<file path="src/rtl/scp_pkg.sv">
// ----------------------------------------------------------------------------
// scp_pkg
// Shared types and constants of the scan-count pair filter: id and counter
// widths, the counter memory word, sweep control and the result beat.
// ----------------------------------------------------------------------------
`default_nettype none

package scp_pkg;

  localparam int NUM_SETS    = 4096;
  localparam int COUNT_WIDTH = 13;
  localparam int ID_W        = 12;
  localparam int THR_W       = 13;
  localparam int ADDR_W      = $clog2(NUM_SETS);
  // Width of the probe generation mark kept next to each counter
  localparam int EPOCH_W     = 16;

  localparam logic [COUNT_WIDTH-1:0] CNT_MAX   = {COUNT_WIDTH{1'b1}};
  localparam logic [ADDR_W-1:0]      ADDR_LAST = ADDR_W'(NUM_SETS - 1);
  localparam logic [THR_W-1:0]       THR_RESET = THR_W'(1);

  typedef logic [ID_W-1:0]        id_t;
  typedef logic [ADDR_W-1:0]      addr_t;
  typedef logic [EPOCH_W-1:0]     epoch_t;
  typedef logic [COUNT_WIDTH-1:0] cnt_t;

  // One counter entry: generation mark and count
  typedef struct packed {
    epoch_t epoch;
    cnt_t   count;
  } mem_word_t;

  // Candidate pair
  typedef struct packed {
    id_t pair_low;
    id_t pair_high;
  } pair_t;

  // Sweep sequencer states
  typedef enum logic [1:0] {
    SWP_RUN,
    SWP_WAIT,
    SWP_SCAN,
    SWP_DRAIN
  } swp_state_t;

  // Sweep sequencer control toward the counter memory
  typedef struct packed {
    logic      busy;
    logic      rd_en;
    addr_t     rd_addr;
    logic      wr_en;
    addr_t     wr_addr;
    mem_word_t wr_data;
  } swp_ctl_t;

endpackage

`default_nettype wire

</file>
<file path="src/rtl/scp_sweep.sv">
// ----------------------------------------------------------------------------
// scp_sweep
// Memory sweep sequencer. After reset it zeroes every counter; when the probe
// generation mark is about to come back around it rewrites every stale entry
// as a zero count of the current generation.
// ----------------------------------------------------------------------------
`default_nettype none

module scp_sweep (
  input  wire logic               clk,
  input  wire logic               rst_n,
  input  wire logic               start,
  input  wire scp_pkg::epoch_t    epoch,
  input  wire scp_pkg::mem_word_t rd_data,
  output scp_pkg::swp_ctl_t       ctl
);
  import scp_pkg::*;

  swp_state_t state_r, state_nxt;
  addr_t      cnt_r, cnt_nxt;
  logic       force_r, force_nxt;
  logic       wv_r, wv_nxt;
  addr_t      waddr_r;
  logic       stale;

  // State register
  always_ff @(posedge clk) begin
    if (!rst_n) begin
      state_r <= SWP_SCAN;
      cnt_r   <= '0;
      force_r <= 1'b1;
      wv_r    <= 1'b0;
    end else begin
      state_r <= state_nxt;
      cnt_r   <= cnt_nxt;
      force_r <= force_nxt;
      wv_r    <= wv_nxt;
    end
  end

  // Address of the read issued last cycle, written back this cycle
  always_ff @(posedge clk) begin
    waddr_r <= cnt_r;
  end

  assign stale = (rd_data.epoch != epoch);

  // Next state and memory control
  always_comb begin
    state_nxt   = state_r;
    cnt_nxt     = cnt_r;
    force_nxt   = force_r;
    wv_nxt      = 1'b0;
    ctl.busy    = 1'b1;
    ctl.rd_en   = 1'b0;
    ctl.rd_addr = cnt_r;
    ctl.wr_en   = wv_r && (force_r || stale);
    ctl.wr_addr = waddr_r;
    ctl.wr_data = '{epoch: epoch, count: '0};
    case (state_r)
      SWP_RUN: begin
        ctl.busy = 1'b0;
        if (start) begin
          state_nxt = SWP_WAIT;
        end
      end
      SWP_WAIT: begin
        // let the last entry's write land first
        cnt_nxt   = '0;
        state_nxt = SWP_SCAN;
      end
      SWP_SCAN: begin
        ctl.rd_en = 1'b1;
        wv_nxt    = 1'b1;
        cnt_nxt   = cnt_r + 1'b1;
        if (cnt_r == ADDR_LAST) begin
          state_nxt = SWP_DRAIN;
        end
      end
      SWP_DRAIN: begin
        force_nxt = 1'b0;
        cnt_nxt   = '0;
        state_nxt = SWP_RUN;
      end
      default: begin
        state_nxt = SWP_RUN;
      end
    endcase
  end

endmodule

`default_nettype wire

</file>
<file path="config.mk">
export PLATFORM = sky130hd
export DESIGN_NAME = scp_sweep
export DESIGN_NICKNAME = d
export VERILOG_FILES = /design/src/rtl/scp_pkg.sv /design/src/rtl/scp_sweep.sv
export SDC_FILE = /design/constraint.sdc
export NUM_CORES = 1
export LEC_CHECK = 0
export ABC_CLOCK_PERIOD_IN_PS = 1910
export BUFFER_PORTS_ARGS = -buffer_cell sky130_fd_sc_hd__buf_2
export CAP_MARGIN = 5
export CORE_UTILIZATION = 40
export CTS_CLUSTER_SIZE = 10
export DETAILED_ROUTE_END_ITERATION = 6
export GPL_ROUTABILITY_DRIVEN = 0
export GPL_TIMING_DRIVEN = 0
export PLACE_DENSITY = 0.83
export SLEW_MARGIN = 20
export SYNTH_ARGS = -nofsm -noshare
export SYNTH_HDL_FRONTEND = slang
export SYNTH_SLANG_ARGS = --single-unit
export TNS_END_PERCENT = 30
</file>
<file path="constraint.sdc">
create_clock -name clk -period 1.91 [get_ports clk]
set_clock_uncertainty 0.05 [all_clocks]
set_input_delay 0.191 -clock clk [delete_from_list [all_inputs] [get_ports clk]]
set_output_delay 0.191 -clock clk [all_outputs]
set_load 0.01 [all_outputs]
</file>
==> results.cfg <==
[global_route]
gr-total-overflow = 0
grt_pass1_wl_microns = 4160
grt_start_max_net_pins = 17
gr-usage-all-layers = 0.149
first_global_vias = 1002
grt_antenna_before_repair = 0

[run_status]
status = completed

[final_layout]
layout-drive-gt1-share = 0.494
nFillCells = 306
diodes = 0
syn_to_final_growth_pct = 38.5
nets = 295
final_area_sq_mm = 0.00196

[yosys]
synth_warnings = 0
synth-async-reset-ratio = 0
synthXorXnorAreaFrac = 0.155
ys_seq_area_frac = 0.396
synth_cells = 148
ys_types = 29
synthAdderAreaFrac = 0.0442
synth-edff-count = 0
synth-simple-area-share = 0.155
muxShareOfSynthArea = 0.0141
ys_top_cells_by_count = buf_4, dfxtp_1, xor2_1
synth_area_leaders = dfxtp_1, buf_4, xor2_1, ha_1, nor2_1
synth.avg_cell_area_sq_um = 9.56
yosysTopAreaCell = dfxtp_1
synth_most_common_cell = buf_4
synth_top_cell_area_share = 0.396
synth_flop_cell = dfxtp_1
netlist_area_sq_mm = 0.00142
synth_compound_area_frac = 0.0469
synth_top_family_by_area = buffers and inverters
synth-seq-cells = 28

[power]
p_per_area_mw_per_mm2 = 785
peakVddDrop_v = 0.000376
p_leak_nw = 1.03
finalPower_w = 0.00154

[sta]
maxSlewViolCount = 0
hold_viol = 0
rsz0062_at_grt = no
fin_setup_tns_ns = 0
fin_crit_ns = 1.79
min_period_over_period = 0.938
setup_violations = 0
max_freq_mhz = 558

[min_path]
hold_class = input port to flip-flop
holdPathStages = 2

[die]
io_pins = 104
start_util = 0.421
die_width_microns = 61.5
die_h_microns = 61.5
core-area_sq_mm = 0.00336
rows = 21
die_area_sq_mm = 0.00378

[route]
wl_per_cell_microns = 9.71
drtAntennaViolNets = 0
drt-total-wl_microns = 2790
drc = 0
vias_per_cell = 4.30
drtIter0Drc = 36
dr.pass1.iters = 4
num_vias = 1233

[job]
drv_cap = 0

[setup_path]
worstRegToRegCells = 7
endpoint_kind = flip-flop
crit_arrival_ns = 2.01
r2r_slack_ns = 0.12
critPathKind = flip-flop to flip-flop
start_kind = flip-flop
crit_required_ns = 2.13
critPathMaxFanout = 5

[cts]
path_clk_slew_ns = 0.14
htreeDepth = 1
hold_buffers = 0
clk_latency_ns = 0.33
cts_tree = built
clock_path_buffers = 2
cts-root-buf = clkbuf_4
cts_buffers = 3
cts.sinks = 28

[placed_design]
dpl-instance-area_sq_mm = 0.00190
port_buffers = 77
dpl.hpwl_microns = 2290
-- cells by family (layout without fill, tap and decap cells) --
family	Yosys count	after routing
and+or+nand+nor	40	40
buffers and inverters	38	119
DFF	28	28
xor gates and xnor gates	25	25
AOI/OAI and AO/OA	9	9
adders and majority gates	5	5
muxes	2	2
other	1	13
-- state kept, by name (all words and copies together) (netlist names) --
name	count
state_r	2
force_r	1
wv_r	1
waddr_r	12
cnt_r	12
-- area by class of cell --
type	count	area, sq um	share of cell area
clock inverters	1	30.0	0.0153
inverters	5	18.8	0.00957
repair buffers	77	385	0.197
multi-input cells	94	636	0.324
well taps	46	57.6	0.0294
flip-flops and latches	28	566	0.288
clock buffers	3	22.5	0.0115
plain buffers	33	245	0.125
-- per-layer routing --
layer	wire, microns	share of wire	GRT usage	up-vias
met5	0	0	0	-
met4	37	0.013	0.0476	0
met3	166	0.060	0.0504	5
met2	1530	0.55	0.290	41
met1	1050	0.38	0.146	559
li1	-	-	-	628
-- cell usage in the layout (no fill, tap or decap), types with 2 or more instances in the layout --
master,synthesis,final
nand3_1,3,3
nor2_1,12,12
clkbuf_4,0,3
nand2_1,2,2
and2_1,2,2
xor2_1,20,20
a21oi_1,2,2
nor2b_1,4,4
mux2i_1,2,2
inv_1,5,5
nor4_1,5,5
conb_1,1,13
ha_1,5,5
nor3_1,3,3
buf_4,30,30
xnor2_1,5,5
nand4_1,4,4
buf_2,1,78
o21ai_0,4,4
dfxtp_1,28,26
-- power by group --
| part | internal [W] | leakage (nW) | total [W] | switching (W) |
|---|---|---|---|---|
| clock | 0.000213 | 0.0279 | 0.000380 | 0.000167 |
| sequential | 0.000660 | 0.228 | 0.000718 | 0.0000584 |
| combinational | 0.000225 | 0.772 | 0.000441 | 0.000216 |
-- critical path: stages (launching register included) --
cell and delay [ns]:
dfxtp_4 0.39, inv_1 0.06, ha_1 0.23, and4b_1 0.24
buf_2 0.16, nand3_1 0.11, or3_1 0.32, a21oi_1 0.16
-- per-stage QoR --
| step | utilization | worst slack (ns) | hold WS, ns | instances |
|---|---|---|---|---|
| after CTS | 0.581 | 0.0377 | 0.0239 | 287 |
| final | 0.583 | 0.119 | 0.0338 | 287 |
| after global placement | 0.566 | 0.171 | 0.333 | 283 |
| after detailed placement | 0.566 | 0.104 | 0.338 | 283 |
| after floorplan | - | 0.280 | 0.217 | 160 |
| after global routing | 0.583 | 0.00509 | 0.0426 | 287 |
-- final timing paths --
kind	endpoint	from
setup / recovery	cnt_r[11]	state_r[0]
hold / removal	force_r	rst_n
setup reg to reg	cnt_r[11]	state_r[0]
hold reg to reg	waddr_r[10]	cnt_r[10]
-- timing repair --
item,in CTS,in global routing
buffers inserted,0,0
setup endpoints to repair,0,11
gates resized for setup,0,3
No activity file was read; power rests on OpenSTA's default activity.
