[src/rtl/scp_pkg.sv]
// ----------------------------------------------------------------------------
// scp_pkg
// Shared types and constants of the scan-count pair filter: id and counter
// widths, the counter memory word, sweep control and the result beat.
// ----------------------------------------------------------------------------
`default_nettype none

package scp_pkg;

  localparam int NUM_SETS    = 4096;
  localparam int COUNT_WIDTH = 13;
  localparam int ID_W        = 12;
  localparam int THR_W       = 13;
  localparam int ADDR_W      = $clog2(NUM_SETS);
  // Width of the probe generation mark kept next to each counter
  localparam int EPOCH_W     = 16;

  localparam logic [COUNT_WIDTH-1:0] CNT_MAX   = {COUNT_WIDTH{1'b1}};
  localparam logic [ADDR_W-1:0]      ADDR_LAST = ADDR_W'(NUM_SETS - 1);
  localparam logic [THR_W-1:0]       THR_RESET = THR_W'(1);

  typedef logic [ID_W-1:0]        id_t;
  typedef logic [ADDR_W-1:0]      addr_t;
  typedef logic [EPOCH_W-1:0]     epoch_t;
  typedef logic [COUNT_WIDTH-1:0] cnt_t;

  // One counter entry: generation mark and count
  typedef struct packed {
    epoch_t epoch;
    cnt_t   count;
  } mem_word_t;

  // Candidate pair
  typedef struct packed {
    id_t pair_low;
    id_t pair_high;
  } pair_t;

  // Sweep sequencer states
  typedef enum logic [1:0] {
    SWP_RUN,
    SWP_WAIT,
    SWP_SCAN,
    SWP_DRAIN
  } swp_state_t;

  // Sweep sequencer control toward the counter memory
  typedef struct packed {
    logic      busy;
    logic      rd_en;
    addr_t     rd_addr;
    logic      wr_en;
    addr_t     wr_addr;
    mem_word_t wr_data;
  } swp_ctl_t;

endpackage

`default_nettype wire

[src/rtl/scp_if.sv]
// ----------------------------------------------------------------------------
// scp_if
// Valid/ready channels of the pair filter: entry input, pair output and the
// threshold write port.
// ----------------------------------------------------------------------------
`default_nettype none


interface scp_out_if;
  import scp_pkg::*;

  logic valid;
  logic ready;
  id_t  pair_low;
  id_t  pair_high;

  modport source (output valid, output pair_low, output pair_high, input ready);
  modport sink (input valid, input pair_low, input pair_high, output ready);
endinterface


`default_nettype wire

[src/rtl/scp_result_fifo.sv]
// ----------------------------------------------------------------------------
// scp_result_fifo
// Two-entry result queue in front of the pair output channel.
// ----------------------------------------------------------------------------
`default_nettype none

module scp_result_fifo (
  input  wire logic           clk,
  input  wire logic           rst_n,
  input  wire logic           push,
  input  wire scp_pkg::pair_t push_data,
  output logic [1:0]          occ,
  output logic                pop,
  scp_out_if.source           out_bus
);
  import scp_pkg::*;

  pair_t      slot_r [2];
  logic       wptr_r;
  logic       rptr_r;
  logic [1:0] occ_r;

  assign occ               = occ_r;
  assign out_bus.valid     = (occ_r != 2'd0);
  assign out_bus.pair_low  = slot_r[rptr_r].pair_low;
  assign out_bus.pair_high = slot_r[rptr_r].pair_high;
  assign pop               = out_bus.valid && out_bus.ready;

  // Store pushed beats
  always_ff @(posedge clk) begin
    if (push) begin
      slot_r[wptr_r] <= push_data;
    end
  end

  // Pointers and fill count
  always_ff @(posedge clk) begin
    if (!rst_n) begin
      wptr_r <= 1'b0;
      rptr_r <= 1'b0;
      occ_r  <= 2'd0;
    end else begin
      if (push) begin
        wptr_r <= ~wptr_r;
      end
      if (pop) begin
        rptr_r <= ~rptr_r;
      end
      occ_r <= occ_r + 2'(push) - 2'(pop);
    end
  end

  // No push into a full queue
  a_no_overflow: assert property (@(posedge clk) disable iff (!rst_n)
    push && !pop |-> occ_r != 2'd2)
    else $error("result queue overflow");

endmodule

`default_nettype wire

[src/flat_wrapper.sv]
// flat-port wrapper written by rule: the top's interface ports become plain ports
module scp_result_fifo_flat import scp_pkg::*;
  (clk, rst_n, push, push_data, occ, pop, out_bus_valid, out_bus_pair_low, out_bus_pair_high, out_bus_ready);
  scp_out_if out_bus_i ();
  input  wire logic clk;
  input  wire logic rst_n;
  input  wire logic push;
  input  wire scp_pkg::pair_t push_data;
  output logic [1:0] occ;
  output logic pop;
  output wire logic [$bits(out_bus_i.valid)-1:0] out_bus_valid;
  output wire logic [$bits(out_bus_i.pair_low)-1:0] out_bus_pair_low;
  output wire logic [$bits(out_bus_i.pair_high)-1:0] out_bus_pair_high;
  input wire logic [$bits(out_bus_i.ready)-1:0] out_bus_ready;
  assign out_bus_valid = out_bus_i.valid;
  assign out_bus_pair_low = out_bus_i.pair_low;
  assign out_bus_pair_high = out_bus_i.pair_high;
  assign out_bus_i.ready = out_bus_ready;
  scp_result_fifo u_core (.clk(clk), .rst_n(rst_n), .push(push), .push_data(push_data), .occ(occ), .pop(pop), .out_bus(out_bus_i));
endmodule
[config.mk]
export PLATFORM = sky130hd
export DESIGN_NAME = scp_result_fifo_flat
export DESIGN_NICKNAME = d
export VERILOG_FILES = /design/src/rtl/scp_pkg.sv /design/src/rtl/scp_if.sv /design/src/rtl/scp_result_fifo.sv /design/src/flat_wrapper.sv
export SDC_FILE = /design/constraint.sdc
export NUM_CORES = 1
export LEC_CHECK = 0
export ABC_AREA = 1
export BUFFER_PORTS_ARGS = -buffer_cell sky130_fd_sc_hd__buf_2
export CAP_MARGIN = 20
export CELL_PAD_IN_SITES_DETAIL_PLACEMENT = 0
export CELL_PAD_IN_SITES_GLOBAL_PLACEMENT = 1
export CORE_UTILIZATION = 40
export DETAILED_ROUTE_END_ITERATION = 7
export PLACE_DENSITY = 0.75
export SLEW_MARGIN = 30
export SYNTH_ARGS = -nofsm -noshare
export SYNTH_HDL_FRONTEND = slang
export SYNTH_SLANG_ARGS = --single-unit
[constraint.sdc]
create_clock -name clk -period 2.5 [get_ports clk]
set_input_delay 0.625 -clock clk [delete_from_list [all_inputs] [get_ports clk]]
set_output_delay 0.625 -clock clk [all_outputs]
set_load 0.02 [all_outputs]
==> results of run 1 <==
==> placed cells by master, fill, tap and decap left out <==
cell type  instances
dfxtp_1            5
buf_2             55
clkbuf_1           1
inv_1              8
clkbuf_8           5
ha_1               2
mux2_2             4
nand3_1            2
nor2_2             1
edfxtp_1          48
buf_4              3
buf_12             1
clkinv_1           1
nand2_1            8
nor2_1             8
a21oi_1            1
mux2_4            20
==> power by group <==
group	switching [uW]	internal (uW)
clock	238	189
sequential	27.4	1040
combinational	359	280
==> state kept, by name (all words and copies together) (netlist names), named ones only <==
register       flops
u_core.occ         2
u_core.wptr_r      1
u_core.slot_r     48
u_core.rptr_r      1
==> final cells by class <==
cell class,instances,area [sq um]
fill,402,2350
sequential,53,1540
multi-input combinational,46,452
timing repair buffer,59,318
tap,67,83.8
clock buffer,6,72.6
inverter,8,30.0
clock inverter,1,3.75
==> per-stage QoR <==
step | hold slack (ns) | power (uW)
floorplan | 0.467 | 1580
global placement | 0.488 | 1710
detailed placement | 0.506 | 1730
CTS | 0.504 | 2160
global route | 0.492 | 2260
finish | 0.516 | 2130
==> path summary, 6_finish.rpt <==
| path | startpoint | end | depth (start not counted) |
|---|---|---|---|
| setup / recovery | flop | out_bus_pair_low[1] | 3 |
| hold / removal | u_core.wptr_r$_SDFFE_PN0P_ | u_core.wptr_r$_SDFFE_PN0P_ | 2 |
| setup reg to reg | u_core.occ[1]$_SDFF_PN0_ | u_core.occ[1]$_SDFF_PN0_ | 8 |
| hold reg to reg | u_core.wptr_r$_SDFFE_PN0P_ | u_core.wptr_r$_SDFFE_PN0P_ | 2 |
==> metal layers <==
metal / GRT usage (%) / share of wire [%] / vias up
met3: 4.74 / 6.5 / 5
li1: - / - / 524
met1: 14.3 / 42 / 496
met5: 0 / 0 / -
met4: 5.13 / 1.5 / 0
met2: 22.0 / 50 / 40
==> kinds of logic after synthesis <==
logic type / Yosys count / share of synthesized area (%)
flip-flops: 53 / 74.4
multiplexers: 24 / 16.7
adder cells (fa/ha/maj): 2 / 1.21
AO/OA/AOI/OAI: 1 / 0.241
AND/OR/NAND/NOR: 19 / 3.56
buffers and inverters: 11 / 3.93
==> worst min-delay path, delay by kind of cell, from the launching register on <==
| family | cells | cell delay [ns] |
|---|---|---|
| flops | 1 | 0.34 |
| simple gates | 2 | 0.15 |
==> reports/qor.txt, run 1 <==
run status = completed
RSZ-0062 raised after global routing = no
area delta synth->final = 20.7%
Nets = 203
WS Path Type = flop to primary output
maximum clock frequency = 493 MHz
Congestion Overflow GR = 0
antenna viol nets, final = 0
Avg Cell Area, Syn = 18.8 sq um
cell count after synthesis = 110
via count = 1065
worst-path cell chain = buf_4 > mux2_4 > buf_2
Core Util, Final = 51.6%
Skew-Pair Late Insertion Delay = 0.29 ns
Die Width = 74.0 microns
critical path capture point type = primary output
CTS Buf Count = 5
Hold-fix buffers, CTS = 0
starting density of the core = 42.7%
area leader, netlist = edfxtp_1
share of layout cells above drive strength 1 = 51.4%
via/cell ratio = 4.44
R2R Setup Slk = 1.00 ns
crit path max fanout = 14
Arr. time, crit path = 1.40 ns
CP max stage cell = mux2_4
top_reg_cell synth = edfxtp_1
routability congestion estimate = 0.631
Pwr per Cell Area = 853 nW/um^2
ANT cells = 0
Tmin final = 2.03 ns
die area = 5470 sq um
first-pass GRT wire length = 4940 microns
number of synthesized flops with an enable pin = 48
Pleak = 0.00104 uW
Buffers on Ports = 55
H-tree depth = 2
CTS resizes = 0
Rel. slew slack = 72.2%
most frequent cell after synthesis = edfxtp_1
Chip Height = 74.0 microns
crit share post-route = 81.1%
#FFs+latches synth = 53
Clock Tree Buf Depth = 2
Ys Warns = 0
Final Slew Violations = 0
Post-Place Worst Slack = 0.669 ns
Seq/Total Area, Yosys = 74.4%
DRT Wirelength = 3200 microns
Post-Synthesis Cell Area = 2070 sq um
drt initial violations = 47
Clock Sinks = 53
design area = 2500 sq um
synth top area cells = edfxtp_1, mux2_4, dfxtp_1
largest net degree at the start of global routing = 19
Slew @ Worst Pin = 0.416 ns
Max Cap Viol = 0
gr usage total = 12.8%
Setup Buffers After CTS = 0
Ports = 56
setup_tns = 0 ns
dpl hpwl = 2370 microns
CP top delay family = buffers and inverters
slowest stage delay, CP = 0.34 ns
share of flip-flops with an asynchronous set or reset = 0%
Startpoint Class = flop
Core Area = 4850 sq um
Clock Pin Slew Worst Setup and Hold Paths = 0.08 ns
CTS tree = yes
Net Count, Synth = 140
clk root buf = clkbuf_8
final hold vios = 0
antenna violations before repair = 0
top-area cell type share of the netlist area = 69.6%
setup ws final = 0.473 ns
Fin Clk Skew = 0.00286 ns
peak supply drop = 0.515 mV
vias in the first global route = 1102
Initial DRT Pass Iterations = 4
Rows = 25
Req. time, crit path = 1.88 ns
synth unique cells = 12
CP bufs+invs = 2
HP Class = flop to flop
Final setup viols = 0
drc violations = 0
Wirelength per Cell = 13.3 microns
placed cell areas = 2420 sq um
top cells by count, synth = edfxtp_1, mux2_4, nor2_1
fin cells = 240
Placed Instances = 233
(Power assumes the default switching activity.)
==> inputs of run 2 (changes only) <==
==> constraint.sdc (replaced) <==
create_clock -name clk -period 1.9 [get_ports clk]
set_input_delay 0.475 -clock clk [delete_from_list [all_inputs] [get_ports clk]]
set_output_delay 0.475 -clock clk [all_outputs]
set_load 0.02 [all_outputs]
==> run 2 against run 1 <==
Compared with the run above: via count barely moved; cell count increased by 1.3%; global-route usage shrank 0.83 points; sequential cell count did not move; first-iteration DRC count down 32%; routed wire length down 1.7%; cell area grew 3.1%; sequential share of layout area down 1.7 points; critical path type unchanged; highest routed layer unchanged.
==> reports/qor.txt, run 2 (synthesized netlist as in run 1, its figures left out) <==
run status = completed
Arr. time, crit path = 1.37 ns (-0.03 ns)
Clock Sinks = 53 (unchanged)
H-tree depth = 2 (unchanged)
Most flops, register = u_core.slot_r
Skew-Pair Late Insertion Delay = 0.29 ns (about the same)
Core Util, Final = 53.2% (+1.6 points)
routability congestion estimate = 0.632 (+0.24%)
placed cell areas = 2440 sq um (+0.62%)
Tmin final = 1.84 ns
RSZ-0062 raised after global routing = no
largest net degree at the start of global routing = 17 (-2)
peak supply drop = 0.822 mV (+60%)
drc violations = 0 (unchanged)
Req. time, crit path = 1.42 ns (-0.46 ns)
design area = 2580 sq um (+3.1%)
critical path capture point type = primary output
setup_tns = 0 ns (unchanged)
Wirelength per Cell = 13.0 microns (-3.0%)
gr usage total = 11.9% (-0.83 points)
share of layout cells above drive strength 1 = 54.0% (+2.5 points)
Max Cap Viol = 0 (unchanged)
CTS Buf Count = 5 (unchanged)
max reg flops = 48 (unchanged)
crit share post-route = 96.8%
DRT Wirelength = 3150 microns (-1.7%)
ANT cells = 0 (unchanged)
HP Class = input port to flop
Congestion Overflow GR = 0 (unchanged)
starting density of the core = 42.7% (unchanged)
drt initial violations = 32 (-32%)
via count = 1066 (+0.094%)
Fin Clk Skew = 0.00118 ns (-0.00168 ns)
die area = 5470 sq um (unchanged)
Clock Pin Slew Worst Setup and Hold Paths = 0.09 ns (about the same)
Rel. slew slack = 85.9% (+14 points)
Pwr per Cell Area = 1210 nW/um^2 (+42%)
Final Hold Slack = 0.365 ns (-0.152 ns)
vias in the first global route = 1074 (-2.5%)
Initial DRT Pass Iterations = 4 (unchanged)
CTS tree = yes
area delta synth->final = 24.4%
Final setup viols = 0 (unchanged)
Startpoint Class = flop
WS Path Type = flop to primary output
clk root buf = clkbuf_8
Die Width = 74.0 microns (unchanged)
Nets = 205 (+0.99%)
Pleak = 0.00108 uW (+3.8%)
antenna violations before repair = 0 (unchanged)
crit path max fanout = 6 (-8)
Final Slew Violations = 0 (unchanged)
Buffers on Ports = 55 (unchanged)
via/cell ratio = 4.39 (-1.1%)
Ports = 56 (unchanged)
Slew @ Worst Pin = 0.212 ns (-0.204 ns)
most frequent cells in the layout = buf_2, edfxtp_1, mux2_4
Clock Tree Buf Depth = 2 (unchanged)
final hold vios = 0 (unchanged)
Rows = 25 (unchanged)
Chip Height = 74.0 microns (unchanged)
first-pass GRT wire length = 4750 microns (-3.8%)
Core Area = 4850 sq um (unchanged)
antenna viol nets, final = 0 (unchanged)
maximum clock frequency = 543 MHz
dpl hpwl = 2280 microns (-3.9%)
Hold-fix buffers, CTS = 0 (unchanged)
commonest non-fill, non-tap cell in the layout = buf_2
Setup Buffers After CTS = 0 (unchanged)
==> run 2: cell types whose count changed in the layout (fill, tap and decap cells not counted), sizes merged <==
cell and delta:
buf +2, bufinv +2, clkbuf -1
==> run 2: worst max-delay path, cell delays in order, from the launching register on <==
cell and delay, ns:
dfxtp_4 0.39, buf_4 0.19, mux2_2 0.34, buf_2 0.16
==> run 2: cell type report <==
type                    count  area (sq um)
clock buffers               5          68.8
clock inverters             3          65.1
fillers                   400          2270
inverters                   8          30.0
multi-input cells          46           452
flip-flops and latches     53          1550
well taps                  67          83.8
repair buffers             61           333
==> run 2: power by group <==
group,switching [uW],internal (uW)
Sequential,46.2,1370
Clock,339,523
Combinational,453,381
==> run 2: per-layer routing <==
| metal | up-vias | part of all wire, % | GRT usage (%) |
|---|---|---|---|
| met3 | 4 | 6.7 | 4.47 |
| met2 | 39 | 52 | 21.5 |
| met5 | - | 0 | 0 |
| li1 | 527 | - | - |
| met4 | 0 | 0.79 | 3.21 |
| met1 | 496 | 41 | 13.2 |
==> run 2: final timing paths <==
check	endpoint	cells after the start	slack, ns	from
worst max-delay path	out_bus_pair_high[2]	3	0.06	flop
worst min-delay path	u_core.slot_r[1][17]$_DFFE_PP_	1	0.36	push_data[17]
worst max register to register	u_core.occ[1]$_SDFF_PN0_	10	0.45	u_core.occ[1]$_SDFF_PN0_
worst min register to register	u_core.wptr_r$_SDFFE_PN0P_	2	0.51	u_core.wptr_r$_SDFFE_PN0P_
==> run 2: stage by stage <==
| stage | total power (uW) | cells | worst slack (ns) |
|---|---|---|---|
| final | 3110 | 243 | 0.0600 |
| after floorplan | 2080 | 110 | 0.154 |
| after CTS | 3140 | 243 | 0.0149 |
| after global placement | 2260 | 235 | 0.285 |
| after global routing | 3260 | 243 | 0.00638 |
| after detailed placement | 2280 | 235 | 0.247 |
==> run 2: repair_timing <==
action | CTS | global route
endpoints found under the setup margin | 21 | 2
endpoints found under the hold margin | 0 | 0
pin swaps | 0 | 0
gates resized for setup | 1 | 1
==> inputs of run 3 (changes only) <==
--- a/config.mk
+++ b/config.mk
@@ -12,7 +12,7 @@
 export CELL_PAD_IN_SITES_GLOBAL_PLACEMENT = 1
 export CORE_UTILIZATION = 40
 export DETAILED_ROUTE_END_ITERATION = 7
-export PLACE_DENSITY = 0.75
+export PLACE_DENSITY = 0.77
 export SLEW_MARGIN = 30
 export SYNTH_ARGS = -nofsm -noshare
 export SYNTH_HDL_FRONTEND = slang
==> run 3 against run 2 <==
Compared with the run above: non-clock buffer count shrank 1; highest routed layer unchanged; count of clock-buffer cells in the layout is the same; clock power decreased by 15%.
==> reports/qor.txt, run 3 (synthesized netlist as in run 1, its figures left out) <==
Pint = 2130 uW (-6.4%)
crit share post-route = 96.8% (about the same)
drc violations = 0 (unchanged)
H-tree depth = 2 (unchanged)
largest net degree at the start of global routing = 19 (+2)
worst-path cell chain = buf_6 > mux2_4 > buf_2
Rel. slew slack = 78.0% (-7.8 points)
Comb pwr share = 28.3% (+1.5 points)
Tmin final = 1.84 ns (+0.0000416 ns)
ANT cells = 0 (unchanged)
Setup Buffers After CTS = 0 (unchanged)
Placed Instances = 234 (-0.43%)
via/cell ratio = 4.43 (+1.1%)
WS Path Type = flop to primary output
max reg flops = 48 (unchanged)
CP bufs+invs = 2 (unchanged)
Clock Tree Buf Depth = 2 (unchanged)
NetSw = 852 uW (+1.7%)
slowest stage delay, CP = 0.37 ns (-0.02 ns)
maximum clock frequency = 543 MHz (about the same)
Most flops, register = u_core.slot_r
Req. time, crit path = 1.42 ns (about the same)
gr usage total = 12.9% (+0.98 points)
Startpoint Class = flop
antenna viol nets, final = 0 (unchanged)
critical path capture point type = primary output
peak supply drop = 0.628 mV (-24%)
Pleak = 0.00105 uW (-1.9%)
HP Class = input port to flop
sequential power share = 47.2% (+1.7 points)
CP top delay family = buffers and inverters
RSZ-0062 raised after global routing = yes
Post-Place Worst Slack = 0.178 ns (-0.0692 ns)
antenna violations before repair = 0 (unchanged)
Nets = 204 (-0.49%)
Final setup viols = 0 (unchanged)
Initial DRT Pass Iterations = 4 (unchanged)
area delta synth->final = 23.1%
routability congestion estimate = 0.590 (-6.7%)
Die Width = 74.0 microns (unchanged)
Hold-fix buffers, CTS = 0 (unchanged)
Slew @ Worst Pin = 0.329 ns (+0.117 ns)
CTS Buf Count = 5 (unchanged)
clock share of power = 24.5% (-3.2 points)
dpl hpwl = 2360 microns (+3.6%)
most frequent cells in the layout = buf_2, edfxtp_1, mux2_4
Sw Share = 28.6% (+1.6 points)
Fin Clk Skew = 0.00463 ns (+0.00345 ns)
Skew-Pair Late Insertion Delay = 0.29 ns (about the same)
Clock Pin Slew Worst Setup and Hold Paths = 0.09 ns (about the same)
fin cells = 242 (-0.41%)
design area = 2550 sq um (-1.1%)
via count = 1073 (+0.66%)
Power, Total = 2980 uW (-4.2%)
vias in the first global route = 1111 (+3.4%)
drt initial violations = 109 (+240%)
Clock Sinks = 53 (unchanged)
Arr. time, crit path = 1.37 ns (about the same)
Max Cap Viol = 0 (unchanged)
Rows = 25 (unchanged)
Pwr per Cell Area = 1170 nW/um^2 (-3.2%)
crit path max fanout = 14 (+8)
share of layout cells above drive strength 1 = 52.6% (-1.4 points)
DRT Wirelength = 3250 microns (+3.1%)
first-pass GRT wire length = 5130 microns (+7.8%)
Wirelength per Cell = 13.4 microns (+3.5%)
starting density of the core = 42.7% (unchanged)
CTS tree = yes
clk root buf = clkbuf_8
setup ws final = 0.0600 ns (-0.0000416 ns)
Final Slew Violations = 0 (unchanged)
Final Hold Slack = 0.363 ns (-0.00145 ns)
Buffers on Ports = 55 (unchanged)
Ports = 56 (unchanged)
placed cell areas = 2430 sq um (-0.31%)
Chip Height = 74.0 microns (unchanged)
Core Area = 4850 sq um (unchanged)
die area = 5470 sq um (unchanged)
final hold vios = 0 (unchanged)
commonest non-fill, non-tap cell in the layout = buf_2
Congestion Overflow GR = 0 (unchanged)
run status = completed
CP max stage cell = dfxtp_1
==> run 3: path summary, 6_finish.rpt <==
| kind | from | end | slack (ns) | cells after the start |
|---|---|---|---|---|
| hold / removal | push_data[19] | u_core.slot_r[1][19]$_DFFE_PP_ | 0.36 | 1 |
| setup reg to reg | u_core.occ[1]$_SDFF_PN0_ | u_core.occ[1]$_SDFF_PN0_ | 0.37 | 10 |
| hold reg to reg | u_core.wptr_r$_SDFFE_PN0P_ | u_core.wptr_r$_SDFFE_PN0P_ | 0.52 | 2 |
| setup / recovery | flop | out_bus_pair_low[4] | 0.06 | 3 |
==> run 3: repair_timing <==
action                                  4_1_cts  5_1_grt
endpoints found under the setup margin        0       15
gates resized for setup                       0        2
hold endpoints to repair                      0        0
==> run 3: area by class of cell <==
type / count / area [sq um]
fillers: 406 / 2300
flip-flops and latches: 53 / 1540
multi-input cells: 46 / 452
repair buffers: 60 / 333
well taps: 67 / 83.8
clock buffers: 5 / 68.8
clock inverters: 3 / 41.3
inverters: 8 / 30.0
==> run 3: layer usage <==
layer | vias to the layer above | GRT usage [%] | part of all wire, %
li1 | 525 | - | -
met1 | 504 | 16.9 | 46
met2 | 38 | 20.5 | 47
met3 | 6 | 4.34 | 6.0
met4 | 0 | 3.85 | 0.99
met5 | - | 0 | 0
==> run 3: stage by stage <==
stage	util [%]	setup TNS, ns
5_1_grt	52.6	-0.00641
3_5_place_dp	50.2	0
4_1_cts	52.4	0
3_3_place_gp	50.2	0
2_1_floorplan	-	0
6_report	52.6	0
==> run 3: power by group through the flow <==
| stage | Clock, uW | Combinational (uW) | Sequential, uW |
|---|---|---|---|
| finish | 731 | 845 | 1410 |
| global route | 806 | 925 | 1420 |
| floorplan | 0 | 633 | 1450 |
| global placement | 0 | 824 | 1420 |
| CTS | 755 | 849 | 1400 |
| detailed placement | 0 | 848 | 1430 |
